[src/design/dwsr_pkg.sv]
package dwsr_pkg;

  localparam int SPEED_FRAC_BITS = 8;
  localparam int SPEED_W = 25;
  localparam int REQ_W = 16;
  localparam int MAG_W = 16;
  localparam int TIME_W = 32;

  // Shared multiplier operands: 20 bits by 16 bits.
  localparam int MUL_A_W = 20;
  localparam int MUL_B_W = 16;
  localparam int PROD_W = MUL_A_W + MUL_B_W;
  localparam int DIVIDEND_W = PROD_W + SPEED_FRAC_BITS;
  localparam int QUOT_W = 24;
  localparam int REM_W = DIVIDEND_W - QUOT_W;
  localparam int CNT_W = $clog2(QUOT_W);

  localparam int CAP_W = 15;
  localparam logic [CAP_W-1:0] ELAPSED_CAP_US = 15'd20000;
  localparam logic [REM_W-1:0] US_PER_SECOND = 20'd1000000;

  localparam int CFG_IDX_W = 3;
  localparam int CFG_DATA_W = 20;

  typedef enum logic [CFG_IDX_W-1:0] {
    CFG_MOTION_THRESHOLD = 3'd0,
    CFG_MAX_STEPS        = 3'd1,
    CFG_DRIVE_SCALE      = 3'd2,
    CFG_ACCELERATION     = 3'd3,
    CFG_RAMP_INTERVAL    = 3'd4,
    CFG_INVERT_LEFT      = 3'd5,
    CFG_INVERT_RIGHT     = 3'd6
  } cfg_idx_e;

  typedef enum logic [1:0] {
    CMD_DRIVE = 2'd0,
    CMD_TICK  = 2'd1,
    CMD_STOP  = 2'd2
  } cmd_e;

  typedef enum logic [2:0] {
    ST_IDLE,
    ST_DECODE,
    ST_MUL,
    ST_DIV,
    ST_APPLY,
    ST_DONE
  } state_e;

  typedef struct packed {
    logic [14:0] motion_threshold;
    logic [15:0] max_steps_per_second;
    logic [14:0] drive_scale;
    logic [19:0] acceleration;
    logic [19:0] ramp_interval_us;
    logic        invert_left;
    logic        invert_right;
  } cfg_t;

  typedef struct packed {
    logic load_in;
    logic decode;
    logic stop;
    logic mul_load;
    logic div_step;
    logic apply_drive;
    logic apply_ramp;
    logic load_out;
  } dp_cmd_t;

  typedef struct packed {
    logic [1:0] cmd;
    logic       tick_due;
    logic       out_free;
  } dp_status_t;

endpackage

[src/design/dwsr_ctrl.sv]
module dwsr_ctrl (
  input  logic                 clk_i,
  input  logic                 rst_ni,
  input  logic                 in_valid_i,
  output logic                 in_stall_o,
  input  dwsr_pkg::dp_status_t status_i,
  output dwsr_pkg::dp_cmd_t    ctrl_cmd_o
);
  import dwsr_pkg::*;

  state_e           state_q, state_d;
  logic [CNT_W-1:0] cnt_q, cnt_d;

  always_ff @(posedge clk_i or negedge rst_ni) begin
    if (!rst_ni) begin
      state_q <= ST_IDLE;
      cnt_q   <= '0;
    end else begin
      state_q <= state_d;
      cnt_q   <= cnt_d;
    end
  end

  always_comb begin
    state_d    = state_q;
    cnt_d      = cnt_q;
    ctrl_cmd_o = '0;
    case (state_q)
      ST_IDLE: begin
        if (in_valid_i) begin
          ctrl_cmd_o.load_in = 1'b1;
          state_d = ST_DECODE;
        end
      end
      ST_DECODE: begin
        ctrl_cmd_o.decode = 1'b1;
        case (status_i.cmd)
          CMD_DRIVE, CMD_TICK: state_d = ST_MUL;
          CMD_STOP: begin
            ctrl_cmd_o.stop = 1'b1;
            state_d = ST_DONE;
          end
          default: state_d = ST_DONE;
        endcase
      end
      ST_MUL: begin
        // A tick that comes before the interval has run out changes nothing.
        if (status_i.cmd == CMD_TICK && !status_i.tick_due) begin
          state_d = ST_DONE;
        end else begin
          ctrl_cmd_o.mul_load = 1'b1;
          cnt_d = '0;
          state_d = ST_DIV;
        end
      end
      ST_DIV: begin
        ctrl_cmd_o.div_step = 1'b1;
        cnt_d = cnt_q + 1'b1;
        if (cnt_q == CNT_W'(QUOT_W - 1)) begin
          state_d = ST_APPLY;
        end
      end
      ST_APPLY: begin
        if (status_i.cmd == CMD_DRIVE) begin
          ctrl_cmd_o.apply_drive = 1'b1;
        end else begin
          ctrl_cmd_o.apply_ramp = 1'b1;
        end
        state_d = ST_DONE;
      end
      ST_DONE: begin
        if (status_i.out_free) begin
          ctrl_cmd_o.load_out = 1'b1;
          state_d = ST_IDLE;
        end
      end
      default: state_d = ST_IDLE;
    endcase
  end

  assign in_stall_o = (state_q != ST_IDLE);

  a_cmd_exclusive: assert property (@(posedge clk_i) disable iff (!rst_ni)
    $onehot0({ctrl_cmd_o.stop, ctrl_cmd_o.mul_load, ctrl_cmd_o.div_step,
              ctrl_cmd_o.apply_drive, ctrl_cmd_o.apply_ramp, ctrl_cmd_o.load_out}))
    else $error("datapath commands overlap");

  a_div_length: assert property (@(posedge clk_i) disable iff (!rst_ni)
    (state_q == ST_DIV && cnt_q == CNT_W'(QUOT_W - 1)) |=> state_q == ST_APPLY)
    else $error("division did not end after the last quotient bit");

  a_div_entry: assert property (@(posedge clk_i) disable iff (!rst_ni)
    state_q == ST_DIV |-> ($past(state_q) == ST_MUL || $past(state_q) == ST_DIV))
    else $error("division entered without loading the product");

endmodule

[src/design/dwsr_datapath.sv]
module dwsr_datapath (
  input  logic                                   clk_i,
  input  logic                                   rst_ni,
  input  dwsr_pkg::cfg_t                         cfg_i,
  input  dwsr_pkg::dp_cmd_t                      ctrl_cmd_i,
  output dwsr_pkg::dp_status_t                   status_o,
  input  logic [1:0]                             command_i,
  input  logic signed [dwsr_pkg::REQ_W-1:0]      left_request_i,
  input  logic signed [dwsr_pkg::REQ_W-1:0]      right_request_i,
  input  logic [dwsr_pkg::TIME_W-1:0]            now_us_i,
  output logic                                   out_valid_o,
  input  logic                                   out_stall_i,
  output logic signed [dwsr_pkg::SPEED_W-1:0]    left_speed_o,
  output logic signed [dwsr_pkg::SPEED_W-1:0]    right_speed_o,
  output logic                                   left_enabled_o,
  output logic                                   right_enabled_o,
  output logic                                   ramp_updated_o
);
  import dwsr_pkg::*;

  // Returns {negative, magnitude} of a request after the optional inversion.
  function automatic logic [MAG_W:0] req_mag(logic signed [REQ_W-1:0] r, logic inv);
    logic signed [REQ_W:0] v;
    logic                  neg;
    v = {r[REQ_W-1], r};
    if (inv) begin
      v = (r == {1'b1, {(REQ_W-1){1'b0}}}) ? {2'b00, {(REQ_W-1){1'b1}}} : -v;
    end
    neg = v[REQ_W];
    return {neg, neg ? MAG_W'(-v) : v[MAG_W-1:0]};
  endfunction

  // One restoring division step: returns {remainder, shifted dividend/quotient}.
  function automatic logic [REM_W+QUOT_W-1:0] div_step(logic [REM_W-1:0] rem,
                                                       logic [QUOT_W-1:0] low,
                                                       logic [REM_W-1:0] dvs);
    logic [REM_W:0] sh;
    logic [REM_W:0] diff;
    logic           q;
    sh   = {rem, low[QUOT_W-1]};
    diff = sh - {1'b0, dvs};
    q    = (sh >= {1'b0, dvs});
    return {q ? diff[REM_W-1:0] : sh[REM_W-1:0], low[QUOT_W-2:0], q};
  endfunction

  function automatic logic signed [SPEED_W-1:0] target_of(logic [MAG_W-1:0] mag,
                                                          logic neg,
                                                          logic [QUOT_W-1:0] quot,
                                                          cfg_t cfg);
    logic [QUOT_W-1:0]         limit;
    logic [QUOT_W-1:0]         t;
    logic signed [SPEED_W-1:0] st;
    limit = {cfg.max_steps_per_second, {SPEED_FRAC_BITS{1'b0}}};
    // Also covers a zero drive scale, which saturates to full scale.
    t  = (mag >= {1'b0, cfg.drive_scale}) ? limit : quot;
    st = {1'b0, t};
    return neg ? -st : st;
  endfunction

  // Moves the current speed toward the target by delta without overshoot.
  function automatic logic signed [SPEED_W-1:0] ramp_to(logic signed [SPEED_W-1:0] cur,
                                                        logic signed [SPEED_W-1:0] tgt,
                                                        logic [QUOT_W-1:0] delta);
    logic signed [SPEED_W:0] c;
    logic signed [SPEED_W:0] t;
    logic signed [SPEED_W:0] d;
    logic signed [SPEED_W:0] up;
    logic signed [SPEED_W:0] dn;
    logic signed [SPEED_W:0] res;
    c   = {cur[SPEED_W-1], cur};
    t   = {tgt[SPEED_W-1], tgt};
    d   = {2'b00, delta};
    up  = c + d;
    dn  = c - d;
    res = c;
    if (c < t) begin
      res = (up > t) ? t : up;
    end else if (c > t) begin
      res = (dn < t) ? t : dn;
    end
    return res[SPEED_W-1:0];
  endfunction

  // Latched transaction.
  logic [1:0]               cmd_q;
  logic signed [REQ_W-1:0]  left_req_q, right_req_q;
  logic [TIME_W-1:0]        now_q;

  // Decoded operands.
  logic [MAG_W-1:0]         mag_l_q, mag_r_q;
  logic                     neg_l_q, neg_r_q;
  logic [CAP_W-1:0]         capped_q;
  logic                     due_q;

  // Divider lanes.
  logic [REM_W-1:0]         rem_l_q, rem_r_q;
  logic [QUOT_W-1:0]        low_l_q, low_r_q;

  // Wheel state.
  logic signed [SPEED_W-1:0] tgt_l_q, tgt_l_d, tgt_r_q, tgt_r_d;
  logic signed [SPEED_W-1:0] cur_l_q, cur_l_d, cur_r_q, cur_r_d;
  logic                      on_l_q, on_l_d, on_r_q, on_r_d;
  logic [TIME_W-1:0]         last_q, last_d;
  logic                      ramp_q, ramp_d;

  // Output register.
  logic                      out_valid_q;
  logic signed [SPEED_W-1:0] out_left_q, out_right_q;
  logic                      out_left_on_q, out_right_on_q, out_ramp_q;

  logic [MAG_W:0]            dec_l, dec_r;
  logic [TIME_W-1:0]         elapsed;
  logic                      is_tick;
  logic [MUL_A_W-1:0]        mul_a_l;
  logic [MUL_B_W-1:0]        mul_b_l;
  logic [PROD_W-1:0]         prod_l, prod_r;
  logic [DIVIDEND_W-1:0]     dvd_l, dvd_r;
  logic [REM_W-1:0]          divisor_l, divisor_r;
  logic [REM_W+QUOT_W-1:0]   step_l, step_r;
  logic                      neutral_l, neutral_r;

  assign is_tick  = (cmd_q == CMD_TICK);
  assign dec_l    = req_mag(left_req_q, cfg_i.invert_left);
  assign dec_r    = req_mag(right_req_q, cfg_i.invert_right);
  assign elapsed  = now_q - last_q;

  // The left lane also computes the ramp step on a tick.
  assign mul_a_l  = is_tick ? cfg_i.acceleration : {{(MUL_A_W-MAG_W){1'b0}}, mag_l_q};
  assign mul_b_l  = is_tick ? {1'b0, capped_q} : cfg_i.max_steps_per_second;
  assign prod_l   = mul_a_l * mul_b_l;
  assign prod_r   = {{(MUL_A_W-MAG_W){1'b0}}, mag_r_q} * cfg_i.max_steps_per_second;
  assign dvd_l    = {prod_l, {SPEED_FRAC_BITS{1'b0}}};
  assign dvd_r    = {prod_r, {SPEED_FRAC_BITS{1'b0}}};

  assign divisor_l = is_tick ? US_PER_SECOND
                             : {{(REM_W-15){1'b0}}, cfg_i.drive_scale};
  assign divisor_r = {{(REM_W-15){1'b0}}, cfg_i.drive_scale};
  assign step_l    = div_step(rem_l_q, low_l_q, divisor_l);
  assign step_r    = div_step(rem_r_q, low_r_q, divisor_r);

  assign neutral_l = (mag_l_q <= {1'b0, cfg_i.motion_threshold});
  assign neutral_r = (mag_r_q <= {1'b0, cfg_i.motion_threshold});

  always_ff @(posedge clk_i) begin
    if (ctrl_cmd_i.load_in) begin
      cmd_q       <= command_i;
      left_req_q  <= left_request_i;
      right_req_q <= right_request_i;
      now_q       <= now_us_i;
    end
    if (ctrl_cmd_i.decode) begin
      neg_l_q  <= dec_l[MAG_W];
      mag_l_q  <= dec_l[MAG_W-1:0];
      neg_r_q  <= dec_r[MAG_W];
      mag_r_q  <= dec_r[MAG_W-1:0];
      capped_q <= (elapsed < {{(TIME_W-CAP_W){1'b0}}, ELAPSED_CAP_US})
                  ? elapsed[CAP_W-1:0] : ELAPSED_CAP_US;
    end
    if (ctrl_cmd_i.mul_load) begin
      rem_l_q <= dvd_l[DIVIDEND_W-1:QUOT_W];
      low_l_q <= dvd_l[QUOT_W-1:0];
      rem_r_q <= dvd_r[DIVIDEND_W-1:QUOT_W];
      low_r_q <= dvd_r[QUOT_W-1:0];
    end else if (ctrl_cmd_i.div_step) begin
      {rem_l_q, low_l_q} <= step_l;
      {rem_r_q, low_r_q} <= step_r;
    end
    if (ctrl_cmd_i.load_out) begin
      out_left_q     <= cur_l_q;
      out_right_q    <= cur_r_q;
      out_left_on_q  <= on_l_q;
      out_right_on_q <= on_r_q;
      out_ramp_q     <= ramp_q;
    end
  end

  always_comb begin
    tgt_l_d = tgt_l_q;
    tgt_r_d = tgt_r_q;
    cur_l_d = cur_l_q;
    cur_r_d = cur_r_q;
    on_l_d  = on_l_q;
    on_r_d  = on_r_q;
    last_d  = last_q;
    ramp_d  = ramp_q;
    if (ctrl_cmd_i.load_in) begin
      ramp_d = 1'b0;
    end
    if (ctrl_cmd_i.stop) begin
      tgt_l_d = '0;
      tgt_r_d = '0;
      cur_l_d = '0;
      cur_r_d = '0;
      on_l_d  = 1'b0;
      on_r_d  = 1'b0;
    end
    if (ctrl_cmd_i.apply_drive) begin
      // A neutral request only releases a wheel that has already stopped.
      if (neutral_l) begin
        tgt_l_d = '0;
        if (cur_l_q == '0) on_l_d = 1'b0;
      end else begin
        tgt_l_d = target_of(mag_l_q, neg_l_q, low_l_q, cfg_i);
        on_l_d  = 1'b1;
      end
      if (neutral_r) begin
        tgt_r_d = '0;
        if (cur_r_q == '0) on_r_d = 1'b0;
      end else begin
        tgt_r_d = target_of(mag_r_q, neg_r_q, low_r_q, cfg_i);
        on_r_d  = 1'b1;
      end
    end
    if (ctrl_cmd_i.apply_ramp) begin
      cur_l_d = ramp_to(cur_l_q, tgt_l_q, low_l_q);
      cur_r_d = ramp_to(cur_r_q, tgt_r_q, low_l_q);
      if (tgt_l_q == '0 && cur_l_d == '0) on_l_d = 1'b0;
      if (tgt_r_q == '0 && cur_r_d == '0) on_r_d = 1'b0;
      last_d = now_q;
      ramp_d = 1'b1;
    end
  end

  always_ff @(posedge clk_i or negedge rst_ni) begin
    if (!rst_ni) begin
      tgt_l_q     <= '0;
      tgt_r_q     <= '0;
      cur_l_q     <= '0;
      cur_r_q     <= '0;
      on_l_q      <= 1'b0;
      on_r_q      <= 1'b0;
      last_q      <= '0;
      ramp_q      <= 1'b0;
      due_q       <= 1'b0;
      out_valid_q <= 1'b0;
    end else begin
      tgt_l_q <= tgt_l_d;
      tgt_r_q <= tgt_r_d;
      cur_l_q <= cur_l_d;
      cur_r_q <= cur_r_d;
      on_l_q  <= on_l_d;
      on_r_q  <= on_r_d;
      last_q  <= last_d;
      ramp_q  <= ramp_d;
      if (ctrl_cmd_i.decode) begin
        due_q <= (elapsed >= {{(TIME_W-20){1'b0}}, cfg_i.ramp_interval_us});
      end
      if (ctrl_cmd_i.load_out) begin
        out_valid_q <= 1'b1;
      end else if (!out_stall_i) begin
        out_valid_q <= 1'b0;
      end
    end
  end

  assign status_o.cmd      = cmd_q;
  assign status_o.tick_due = due_q;
  assign status_o.out_free = !out_valid_q || !out_stall_i;

  assign out_valid_o     = out_valid_q;
  assign left_speed_o    = out_left_q;
  assign right_speed_o   = out_right_q;
  assign left_enabled_o  = out_left_on_q;
  assign right_enabled_o = out_right_on_q;
  assign ramp_updated_o  = out_ramp_q;

  a_left_off_idle: assert property (@(posedge clk_i) disable iff (!rst_ni)
    !on_l_q |-> (cur_l_q == '0 && tgt_l_q == '0))
    else $error("left wheel disabled while it still moves or has a target");

  a_right_off_idle: assert property (@(posedge clk_i) disable iff (!rst_ni)
    !on_r_q |-> (cur_r_q == '0 && tgt_r_q == '0))
    else $error("right wheel disabled while it still moves or has a target");

  a_ramp_time: assert property (@(posedge clk_i) disable iff (!rst_ni)
    ctrl_cmd_i.apply_ramp |=> (last_q == $past(now_q) && ramp_q))
    else $error("ramp update did not record its time");

  a_stop_clears: assert property (@(posedge clk_i) disable iff (!rst_ni)
    ctrl_cmd_i.stop |=> (cur_l_q == '0 && cur_r_q == '0 && !on_l_q && !on_r_q))
    else $error("stop did not clear the wheels");

endmodule

[src/design/dual_wheel_speed_ramp.sv]
// Two-wheel speed ramp. Each input transaction is a drive request, a time tick
// carrying a free-running microsecond count, or a stop, and each produces exactly
// one result transaction with both current speeds (signed, 8 fraction bits), both
// enable flags and a flag telling whether a tick ramped. One transaction is
// processed at a time: a drive request or a due tick passes decode, the multiplier
// load, the 24-step restoring divider that scales requests and computes the ramp
// step, and the apply step before the result register; a tick that is not due yet,
// a stop or an unknown command skips the divider. The result register lets the
// next transaction be accepted while the previous result is still stalled.
// The configuration port must be written only while the block is idle.
module dual_wheel_speed_ramp (
  input  logic                                   clk_i,
  input  logic                                   rst_ni,
  input  logic                                   cfg_we_i,
  input  logic [dwsr_pkg::CFG_IDX_W-1:0]         cfg_idx_i,
  input  logic [dwsr_pkg::CFG_DATA_W-1:0]        cfg_wdata_i,
  input  logic                                   in_valid_i,
  output logic                                   in_stall_o,
  input  logic [1:0]                             command_i,
  input  logic signed [dwsr_pkg::REQ_W-1:0]      left_request_i,
  input  logic signed [dwsr_pkg::REQ_W-1:0]      right_request_i,
  input  logic [dwsr_pkg::TIME_W-1:0]            now_us_i,
  output logic                                   out_valid_o,
  input  logic                                   out_stall_i,
  output logic signed [dwsr_pkg::SPEED_W-1:0]    left_speed_o,
  output logic signed [dwsr_pkg::SPEED_W-1:0]    right_speed_o,
  output logic                                   left_enabled_o,
  output logic                                   right_enabled_o,
  output logic                                   ramp_updated_o
);
  import dwsr_pkg::*;

  cfg_t       cfg_q;
  dp_cmd_t    ctrl_cmd;
  dp_status_t dp_status;

  always_ff @(posedge clk_i or negedge rst_ni) begin
    if (!rst_ni) begin
      cfg_q <= '{motion_threshold:     15'd0,
                 max_steps_per_second: 16'd1000,
                 drive_scale:          15'd1000,
                 acceleration:         20'd2000,
                 ramp_interval_us:     20'd1000,
                 invert_left:          1'b0,
                 invert_right:         1'b0};
    end else if (cfg_we_i) begin
      case (cfg_idx_i)
        CFG_MOTION_THRESHOLD: cfg_q.motion_threshold     <= cfg_wdata_i[14:0];
        CFG_MAX_STEPS:        cfg_q.max_steps_per_second <= cfg_wdata_i[15:0];
        CFG_DRIVE_SCALE:      cfg_q.drive_scale          <= cfg_wdata_i[14:0];
        CFG_ACCELERATION:     cfg_q.acceleration         <= cfg_wdata_i[19:0];
        CFG_RAMP_INTERVAL:    cfg_q.ramp_interval_us     <= cfg_wdata_i[19:0];
        CFG_INVERT_LEFT:      cfg_q.invert_left          <= cfg_wdata_i[0];
        CFG_INVERT_RIGHT:     cfg_q.invert_right         <= cfg_wdata_i[0];
        default: ;
      endcase
    end
  end

  dwsr_ctrl u_ctrl (
    .clk_i      (clk_i),
    .rst_ni     (rst_ni),
    .in_valid_i (in_valid_i),
    .in_stall_o (in_stall_o),
    .status_i   (dp_status),
    .ctrl_cmd_o (ctrl_cmd)
  );

  dwsr_datapath u_datapath (
    .clk_i           (clk_i),
    .rst_ni          (rst_ni),
    .cfg_i           (cfg_q),
    .ctrl_cmd_i      (ctrl_cmd),
    .status_o        (dp_status),
    .command_i       (command_i),
    .left_request_i  (left_request_i),
    .right_request_i (right_request_i),
    .now_us_i        (now_us_i),
    .out_valid_o     (out_valid_o),
    .out_stall_i     (out_stall_i),
    .left_speed_o    (left_speed_o),
    .right_speed_o   (right_speed_o),
    .left_enabled_o  (left_enabled_o),
    .right_enabled_o (right_enabled_o),
    .ramp_updated_o  (ramp_updated_o)
  );

endmodule
[config.mk]
export PLATFORM = sky130hd
export DESIGN_NAME = dual_wheel_speed_ramp
export DESIGN_NICKNAME = d
export VERILOG_FILES = /design/src/design/dwsr_pkg.sv /design/src/design/dwsr_ctrl.sv /design/src/design/dwsr_datapath.sv /design/src/design/dual_wheel_speed_ramp.sv
export SDC_FILE = /design/constraint.sdc
export NUM_CORES = 2
export LEC_CHECK = 0
export BUFFER_PORTS_ARGS = -buffer_cell sky130_fd_sc_hd__buf_2
export CAP_MARGIN = 15
export CORE_MARGIN = 3
export CORE_UTILIZATION = 60
export CTS_BUF_LIST = sky130_fd_sc_hd__clkbuf_8
export CTS_CLUSTER_DIAMETER = 40
export CTS_CLUSTER_SIZE = 40
export DETAILED_ROUTE_END_ITERATION = 7
export GPL_ROUTABILITY_DRIVEN = 0
export PLACE_DENSITY = 0.77
export SLEW_MARGIN = 20
export SYNTH_ARGS = -nofsm -noshare
export SYNTH_HDL_FRONTEND = slang
export SYNTH_SLANG_ARGS = --single-unit
export TNS_END_PERCENT = 10
[constraint.sdc]
create_clock -name clk_i -period 9.15 [get_ports clk_i]
set_input_delay 0.915 -clock clk_i [delete_from_list [all_inputs] [get_ports clk_i]]
set_output_delay 0.915 -clock clk_i [all_outputs]
set_load 0.005 [all_outputs]
# Word level (Yosys, flattened, before mapping)
# Index checks and enable logic that the tools add are counted.
# word_totals
regBits	489
wordCells	201
out_inout_bits	55
input_bits	94
# classes
n_eq_ne	21
n_mux	76
addsub	14
multipliers	2
magnitude_cmp	16
n_reduce_logical	32
# ops
op	n
two-way mux 25 bit	19
zero test 25 bit	6
two-way mux 24 bit	6
two-way mux 20 bit	6
two-way mux 16 bit	5
two-way mux 17 bit	4
adder 25 x 25 -> 26 bit	2
greater-than comparator 26 x 25 -> 1 bit	2
< comparator 26 x 25 -> 1 bit	2
subtractor 25 x 25 -> 26 bit	2
greater-than comparator 25 bit	2
< comparator 25 bit	2
negation 24 -> 25 bit	2
multiplier 20 x 16 -> 36 bit	1
negation 17 bit	2
equality test 16 bit (second input constant)	2
>= comparator 16 x 15 -> 1 bit	2
>= comparator 32 x 20 -> 1 bit	1
<= comparator 16 x 15 -> 1 bit	2
< comparator 32 x 15 -> 1 bit (second input constant)	1
multiplier 16 x 16 -> 32 bit	1
negation 16 bit	2
subtractor 32 bit	1
two-way mux 1 bit	26
28 further kinds	60

# Longest topological paths before layout
# depth
ltp_word	10
mapped_depth	33
ltp_nobuf	29

# Hierarchy
# Synthesis repeated with hierarchy kept, for this count alone.
# unflattened
cells_unflattened	6439
area_unflattened_um2	56993.4
# by_module_without_submodules
mod	area_per_inst_um2	n_inst	seq_area_each_um2	cells_per_inst
dwsr_datapath	52993.3	1	10915.5	6190
dual_wheel_speed_ramp	3468.3	1	2232.1	192
dwsr_ctrl	531.8	1	200.2	57

# Worst setup path before layout
# OpenSTA, ideal clock, no wires.
# synth_path
kind	reg2reg
startpoint	reg u_datapath.cmd_q[1]
endpoint	reg u_datapath.rem_l_q[17], data pin
stages_incl_launch_ff	30
path_slack_ns	0.810
t_arrival_ns	8.070
period_less_slack_ns	8.340
required_ns	8.880
path_buffers	4
setup_time_ns	0.270
path_cell_list	edfxtp_1 -> nor2b_1 -> clkbuf_1 -> clkbuf_1 -> buf_1 -> clkbuf_1 -> mux2i_1 -> nor2_1 -> fa_1 -> inv_1 -> fa_1 -> inv_1 -> fa_1 -> fa_1 -> fa_1 -> inv_1 -> fa_1 -> inv_1 -> ha_1 -> a21o_1 -> a41o_1 -> a311oi_1 -> a221oi_1 -> o221ai_1 -> a21oi_1 -> nand4_1 -> a31oi_1 -> or4_1 -> a31oi_1 -> a21oi_1
# synth_between
elab_chain_cells	6
elab_cells_between_ends	13
classes_between	add/sub (1); mul (1); order compare (1); eq/ne (1); mux (8); reduce/logical (1)
# synth_lines
element	line	rtl
from (decl)	dwsr_datapath.sv:85	logic [1:0] cmd_q;
from (signal assigned)	dwsr_datapath.sv:146	cmd_q <= command_i;
equality test 2 x 1 -> 1 bit *	dwsr_ctrl.sv:48, dwsr_datapath.sv:122	
branches (longest 4 deep; another with multiplier 20 x 16 -> 36 bit)	-	
two-way mux 20 bit *	dwsr_datapath.sv:159	if (ctrl_cmd_i.mul_load) begin
to (signal assigned)	dwsr_datapath.sv:160	rem_l_q <= dvd_l[DIVIDEND_W-1:QUOT_W];
to (signal assigned)	dwsr_datapath.sv:165	{rem_l_q, low_l_q} <= step_l;
to (decl)	dwsr_datapath.sv:96	logic [REM_W-1:0] rem_l_q, rem_r_q;
# Mark *: on every way between the ends. The select of a mux whose other input is x is not followed.
# A chain may end at the register's enable or synchronous reset.

# Worst setup path after layout
# Ends and elaborated chain as after synthesis.

==> results.tsv <==
stage	metric	value	unit
sta	post-route-min-period	8.66	ns
sta	maxSlewHeadroom	22.8	%
cells_and_area	n_fill_cell	7455	
clock_network	htree_levels	3	
global_routing	grt_overflow	0	
sta	fin_ws	0.485	ns
floorplan	die_w	310	um
routing	first_pass_iters	7	
yosys	syn-mean-instance-area	8.84	um2
sta	worst_pin_slew	1.15	ns
sta	slew_violations	0	
yosys	synth_area	0.0556	mm2
floorplan	start_util	60.6	%
job	cap_violations	0	
yosys	synth-edff-count	236	
placed_design	place_ws	0.372	ns
routing	viasPerCell	6.25	
cells_and_area	reg.largest.list	cfg_q x88, u_datapath.last_q x32, u_datapath.now_q x32	
worst_setup_path	worstSetupEndpointType	register	
routing	wire_per_inst	22.0	um
yosys	yosys_warnings	0	
sta	rsz0062_at_grt	false	
worst_setup_path	crit_fanout	86	
clock_network	cts.sinks	489	
yosys	syn_inst	6292	
clock_network	cts_made_buffers	80	
cells_and_area	largest_register_ff_count	88	
routing	drc_errors	0	
floorplan	io_pins	149	
clock_network	clkLatencyLatePin	0.75	ns
yosys	async_flop_share	47.6	%
yosys	yosysUniqueCellTypes	97	
yosys	ys_seq_area_share	24.0	%
floorplan	fp.coreArea	0.0918	mm2
sta	tns	0	ns
cells_and_area	layout_commonest_cell	nand2_1	
sta	finalSetupViolCount	0	
sta	clock_skew	0.0557	ns
sta	fmax	115	MHz
routing	vias	48000	
placed_design	place_area	0.0577	mm2
routing	wirelength	169	mm
global_routing	first_global_vias	47600	
cells_and_area	drive_gt1_share	8.44	%
global_routing	antenna_found_initial	4	
worst_setup_path	crit_arrival	9.12	ns
placed_design	portBuffers	148	
sta	min_period_over_period	94.7	%
yosys	yosys_register_bits	489	
routing	drt_iter0_drc	4360	
worst_setup_path	critical_path_class	register to register	
clock_network	path_clk_slew	0.09	ns
global_routing	grt_max_degree	104	
global_routing	grt_usage	35.3	%
clock_network	clockRootBuffer	clkbuf_8	
worst_setup_path	required	9.61	ns
cells_and_area	area_growth_syn_to_layout	7.32	%
clock_network	cts_tree	done	
worst_hold_path	hold_path_class	input port to asynchronous set/reset pin	
status	status	complete, no violations	
floorplan	dieArea	0.0964	mm2
cells_and_area	nets	7517	
floorplan	row_count	111	
clock_network	clk_path_buf_depth	3	
routing	ant_nets	0	
sta	hold_viol	0	
floorplan	die_height	310	um
cells_and_area	final_area	0.0597	mm2
worst_setup_path	cp-start-kind	register	
global_routing	grt_pass1_wl	264	mm
cells_and_area	final_cell_mix	nand2_1, inv_1, ha_1	
placed_design	dp_hpwl	131	mm
cells_and_area	top_register	cfg_q	
sta	timing.hold.ws	0.217	ns
yosys	synthFlopType	edfxtp_1	
==> layout make-up <==
class	instances	area [um2]	share of cell area, %
multi-input cells	4760	38500	64.4
clock inverters	69	779	1.31
well taps	1243	1560	2.61
clock buffers	81	1110	1.87
repair buffers	235	1440	2.41
diodes	2	5.00	0.00839
inverters	797	2990	5.01
flip-flops and latches	489	13300	22.4
==> worst paths after layout <==
| path | startpoint | endpoint | slack, ns | depth (start not counted) |
|---|---|---|---|---|
| max | u_datapath.cmd_q[1] | u_datapath.rem_l_q[17] | 0.49 | 27 |
| min | rst_ni | u_datapath.last_q[19] | 0.22 | 1 |
| max reg2reg | u_datapath.cmd_q[1] | u_datapath.rem_l_q[17] | 0.49 | 27 |
| min reg2reg | u_datapath.rem_r_q[19] | u_datapath.rem_r_q[19] | 0.45 | 2 |
| max in group asynchronous | rst_ni | cfg_q[31] | 7.57 | 3 |
| min in group clk_i | now_us_i[3] | u_datapath.now_q[3] | 0.33 | 1 |
==> metal layers <==
metal | GRT usage [%] | up-vias | wire length [um]
met1 | 43.8 | 23000 | 62700
met5 | 0 | - | 0
met4 | 23.8 | 0 | 13700
met2 | 56.2 | 2610 | 75500
li1 | - | 21600 | -
met3 | 6.77 | 742 | 17000
==> Yosys cell counts (56+ instances only) <==
cell        n  area [um2]
xnor2_1   188        1650
fa_1      451        9030
xor2_1     84         736
dfrtp_1   209        5230
o21ai_0   352        1760
inv_1     790        2970
mux2i_1   113        1130
mux2_2     66         743
nand4_1    71         444
clkbuf_1  223         837
ha_1      609        7620
and2_1    126         788
nor3_1     78         390
a22o_1     60         526
edfxtp_1  236        7090
a21o_1    118         886
nand3_1    97         485
a21oi_1   302        1510
nand2b_1   56         350
nor2_1    417        1570
nand2_1   838        3150
==> cell families (layout without fill, tap and decap cells) <==
| family | after synthesis | in the layout | synth area share, % |
|---|---|---|---|
| AO/OA/AOI/OAI | 1273 | 1273 | 14.8 |
| XOR/XNOR | 272 | 272 | 4.28 |
| adder cells (fa/ha/maj) | 1060 | 1060 | 29.9 |
| buffers and inverters | 1045 | 1182 | 7.11 |
| flip-flops | 489 | 489 | 24.0 |
| multiplexers | 180 | 180 | 3.40 |
| other | 2 | 6 | 0.0135 |
| AND/OR/NAND/NOR | 1971 | 1971 | 16.4 |
==> timing repair <==
item / 4_1_cts / 5_1_grt
setup endpoints to repair: 0 / 2
hold endpoints to repair: 0 / 0
gates resized for setup: 0 / 1
setup buffers: 0 / 0
hold buffers: 0 / 0
==> metrics by stage <==
step                      std cells  util [%]
after global placement         7523      62.9
after detailed placement       7523      62.9
after floorplan                6294         -
after CTS                      7673      65.0
final                          7676      65.0
after global routing           7676      65.0
==> critical path, stage by stage (launching register included) <==
cell,delay (ns)
edfxtp_1,0.51
nor2b_4,0.30
buf_12,0.38
mux2i_1,0.45
buf_4,0.22
nor2_1,0.06
fa_1,0.51
inv_1,0.05
fa_1,0.52
inv_1,0.05
fa_1,0.52
fa_1,0.44
fa_1,0.55
inv_1,0.05
fa_1,0.52
inv_1,0.04
ha_1,0.35
a21o_1,0.20
a41o_1,0.26
a311oi_2,0.39
a221oi_1,0.20
o221ai_1,0.48
a21oi_1,0.21
nand4_1,0.18
a31oi_1,0.20
or4_1,0.46
a31oi_1,0.17
a21oi_1,0.05
Power is left out: the tool's default activity adds up to more than one toggle a clock period on the data nets, which glitch-free logic cannot reach.
